==> src/design/max_priority_queue_with_min_top_defines.svh <==
//------------------------------------------------------------------------------
// Assertion macros for the max priority queue
// Both macros sample on clk_i and are disabled while rst_ni is low.
//------------------------------------------------------------------------------
`ifndef MAX_PRIORITY_QUEUE_WITH_MIN_TOP_DEFINES_SVH
`define MAX_PRIORITY_QUEUE_WITH_MIN_TOP_DEFINES_SVH

// The property must hold at every clock edge outside reset.
`define MPQM_ASSERT(label, prop, msg) \
  label: assert property (@(posedge clk_i) disable iff (!rst_ni) (prop)) else $error(msg);

// The expression must never be true outside reset.
`define MPQM_ASSERT_NEVER(label, expr, msg) \
  `MPQM_ASSERT(label, !(expr), msg)

`endif

==> src/design/mpqm_pkg.sv <==
//------------------------------------------------------------------------------
// mpqm_pkg
// Shared types and constants of the max priority queue.
//------------------------------------------------------------------------------
package mpqm_pkg;

  localparam int unsigned OpW     = 3;
  localparam int unsigned ValueW  = 32;
  localparam int unsigned StatusW = 2;

  typedef enum logic [OpW-1:0] {
    OP_INSERT = 3'd0,
    OP_REMOVE = 3'd1,
    OP_PEEK   = 3'd2,
    OP_MIN    = 3'd3,
    OP_SIZE   = 3'd4
  } op_e;

  typedef enum logic [StatusW-1:0] {
    ST_OK    = 2'd0,
    ST_EMPTY = 2'd1,
    ST_FULL  = 2'd2
  } status_e;

  // Command broadcast to every cell of the chain.
  typedef struct packed {
    logic insert;
    logic remove;
  } cell_ctrl_t;

endpackage

==> src/design/mpqm_cell.sv <==
//------------------------------------------------------------------------------
// mpqm_cell
// One slot of the sorted chain: compares against the new value and shifts.
//------------------------------------------------------------------------------
module mpqm_cell import mpqm_pkg::*; (
  input  logic                     clk_i,
  input  cell_ctrl_t               ctrl_i,
  input  logic signed [ValueW-1:0] ins_val_i,
  input  logic                     occ_i,
  input  logic                     left_ge_i,
  input  logic signed [ValueW-1:0] left_val_i,
  input  logic signed [ValueW-1:0] right_val_i,
  output logic                     ge_o,
  output logic signed [ValueW-1:0] val_o
);

  logic signed [ValueW-1:0] val_q, val_d;

  // An occupied slot that holds a value not below the new one stays put.
  assign ge_o  = occ_i && (val_q >= ins_val_i);
  assign val_o = val_q;

  always_comb begin
    val_d = val_q;
    if (ctrl_i.insert) begin
      if (!ge_o) begin
        val_d = left_ge_i ? ins_val_i : left_val_i;
      end
    end else if (ctrl_i.remove) begin
      val_d = right_val_i;
    end
  end

  always_ff @(posedge clk_i) begin
    val_q <= val_d;
  end

endmodule

==> config.mk <==
export PLATFORM = sky130hd
export DESIGN_NAME = mpqm_cell
export DESIGN_NICKNAME = d
export VERILOG_FILES = /design/src/design/max_priority_queue_with_min_top_defines.svh /design/src/design/mpqm_pkg.sv /design/src/design/mpqm_cell.sv
export SDC_FILE = /design/constraint.sdc
export NUM_CORES = 1
export LEC_CHECK = 0
export BUFFER_PORTS_ARGS = -buffer_cell sky130_fd_sc_hd__buf_4
export CORE_MARGIN = 2
export CORE_UTILIZATION = 49
export CTS_CLUSTER_DIAMETER = 80
export DETAILED_ROUTE_END_ITERATION = 10
export PLACE_DENSITY = 0.95
export SYNTH_ARGS = -nofsm -noshare
export SYNTH_HDL_FRONTEND = slang
export SYNTH_SLANG_ARGS = --single-unit
==> constraint.sdc <==
create_clock -name clk_i -period 5.1 [get_ports clk_i]
set_input_delay 0.255 -clock clk_i [delete_from_list [all_inputs] [get_ports clk_i]]
set_output_delay 0.255 -clock clk_i [all_outputs]
set_load 0.02 [all_outputs]
==> flow_summary.yaml <==
sta:
  min_period_ns: 2.914
  rsz0062_at_grt: "no"
  final.setup_skew_ns: 0.003118
  maxSlewViolCount: 0
  max_freq_ghz: 0.3432
  period_share_pct: 57.14
  holdWs_ns: 0.2931
  layout_setup_ws_ns: 2.186
  max_slew_margin_pct: 47.87
  worstMarginPinSlew_ns: 0.7819
  finalSetupTns_ns: 0
  finalSetupViolations: 0
  hold_viol_final: 0
clocking:
  clock_latency_ns: 0.28
  cts_root_buf: "clkbuf_8"
  ctsHtreeMaxLevel: 2
  postCtsSetupBuffers: 0
  clock-sinks: 32
  numCtsBuffers: 5
  path_clk_slew_ns: 0.07
  cts.hold.buffers_added: 0
  cts.path.max_buffers: 2
  cts_tree: "done"
  cts-resized-gates: 0
logic_synthesis:
  syn_area_sq_mm: 0.002477
  ys_seq_elements: 32
  synth_area_per_cell_sq_um: 9.640
  async_reset_ff_share_pct: 0
  yosysUniqueCellTypes: 33
  ys_warn_count: 0
  syn_inst: 257
  seq_area_frac_synth_pct: 38.79
  synth-edff-count: 32
  syn_nets: 390
  ys.flop_type: "edfxtp_1"
cells_and_area:
  syn_to_final_growth_pct: 45.00
  num-nets-final: 519
  fin_cells: 453
  fillCellCount: 367
  layout-drive-gt1-share_pct: 37.56
  antennaDiodeCount: 0
  final_area_sq_mm: 0.003592
  multi_input_area_sq_mm: 0.001353
  largest_reg_flops: 32
  final-seq-area_sq_um: 960.9
  fin_util_pct: 75.06
route:
  post_drt_wl_per_cell_um: 15.15
  routed_wl_mm: 6.864
  first_pass_iters: 4
  routed_via_density: 5.294
  ant_nets: 0
  drt_iter0_drc: 70
  vias: 2398
  drcViolationCount: 0
global_route:
  use_met3_pct: 5.622
  met1_usage_pct: 25.06
  grt_pass1_wl_mm: 10.27
  grt_busiest_layer: "met2"
  overflow: 0
  grtUsageMet2_pct: 47.37
  grt_max_degree: 67
  grt_pass1_vias: 2436
  grt_use_total_pct: 24.09
  antenna_found_initial: 0
placed_design:
  dpl.hpwl_mm: 5.544
  placed_cell_area_sq_mm: 0.003516
  placed_cells: 446
  port_buffers: 133
  dpl_worst_slack_ns: 2.198
  place_congestion: 0.7324
pwr:
  seqPwrFrac_pct: 41.6
  p_total_mw: 0.8272
  power.density_mw_per_mm2: 230.3
  power.leakage_nw: 1.811
  pwr-share-comb_pct: 36.4
  p_sw_mw: 0.2616
  vdd.ir_drop.worst_mv: 0.1400
  switching_share_pct: 31.63
  power.internal_mw: 0.5655
  clock_power_share_pct: 22.0
die:
  pin_count: 134
  core-area_sq_mm: 0.004786
  die_area_sq_mm: 0.005641
  die-width_um: 75.11
  start_util_pct: 51.76
  die_y_um: 75.11
  rows: 25
setup_path:
  path_max_fanout: 32
  crit_path_end_kind: "register"
  worstPathRequired_ns: 5.01
  cp.arrival_ns: 2.82
  r2r-start: "val_o[14]$_DFFE_PP_"
  crit_type: "reg2reg"
  cp-start-kind: "register"
  startpoint: "val_o[14]$_DFFE_PP_"
hold_path:
  min_from: "right_val_i[17]"
  hold_path.class: "in2reg"
outcome:
  status: "finished clean"
run:
  maxCapViolations: 0
worst paths after layout:
kind                          to  slack [ns]  cells past startpoint
max          val_o[31]$_DFFE_PP_        2.19                      7
min          val_o[17]$_DFFE_PP_        0.29                      3
max reg2reg  val_o[31]$_DFFE_PP_        2.19                      7
min reg2reg  val_o[29]$_DFFE_PP_        1.51                      3
cell families after synthesis:
logic type      Yosys count  synth area share (%)
fa+ha+maj                32                 16.16
compound gates           59                 13.79
mux                      32                 12.93
simple gates             59                 11.67
flops                    32                 38.79
buf+inv                  43                 6.667
cells in the mapped netlist, types with 3 or more instances:
master,count,area (sq um)
a21oi_1,44,220.2
mux2i_1,32,320.3
inv_1,32,120.1
nand2_1,8,30.03
ha_1,32,400.4
nand4_1,4,25.02
clkbuf_1,7,26.28
edfxtp_1,32,960.9
buf_2,3,15.01
nor2_1,33,123.9
final cells by class:
| cell class | count | area share (%) |
|---|---|---|
| Clock buffer | 5 | 1.916 |
| Clock inverter | 2 | 0.2090 |
| Inverter | 32 | 3.344 |
| Multi-Input combinational cell | 182 | 37.65 |
| Sequential cell | 32 | 26.75 |
| Tap cell | 67 | 2.334 |
| Timing Repair Buffer | 133 | 27.80 |
per-layer routing:
| metal | vias to the layer above | wire [um] |
|---|---|---|
| li1 | 1177 | - |
| met1 | 1113 | 2438 |
| met2 | 95 | 3771 |
| met3 | 13 | 512 |
| met4 | 0 | 142 |
| met5 | - | 0 |
power groups by stage:
stage	logic (mW)	registers [mW]	clock network, mW
after floorplan	0.125	0.383	0
after global placement	0.289	0.347	0
after detailed placement	0.302	0.350	0
after CTS	0.303	0.345	0.183
after global routing	0.331	0.347	0.196
final	0.301	0.344	0.182
cell usage in the layout, fill, tap and decap left out, drive strengths merged, types with 3 or more instances in the layout:
master / instances
a211oi: 3
a21oi: 44
and4: 3
buf: 133
clkbuf: 5
edfxtp: 32
ha: 32
inv: 32
mux2i: 32
nand2: 8
nand4: 4
nor2: 33
o21ai: 4
critical path, stage by stage, from the launching register on:
cell and delay (ns):
edfxtp_1 0.40, ha_1 0.34, and4_4 0.22, a211oi_2 0.20, o21ai_1 0.08, o31ai_1 0.31
nor3b_2 0.26, o32a_2 0.72
Note: power is estimated with default switching activity, not from simulation.
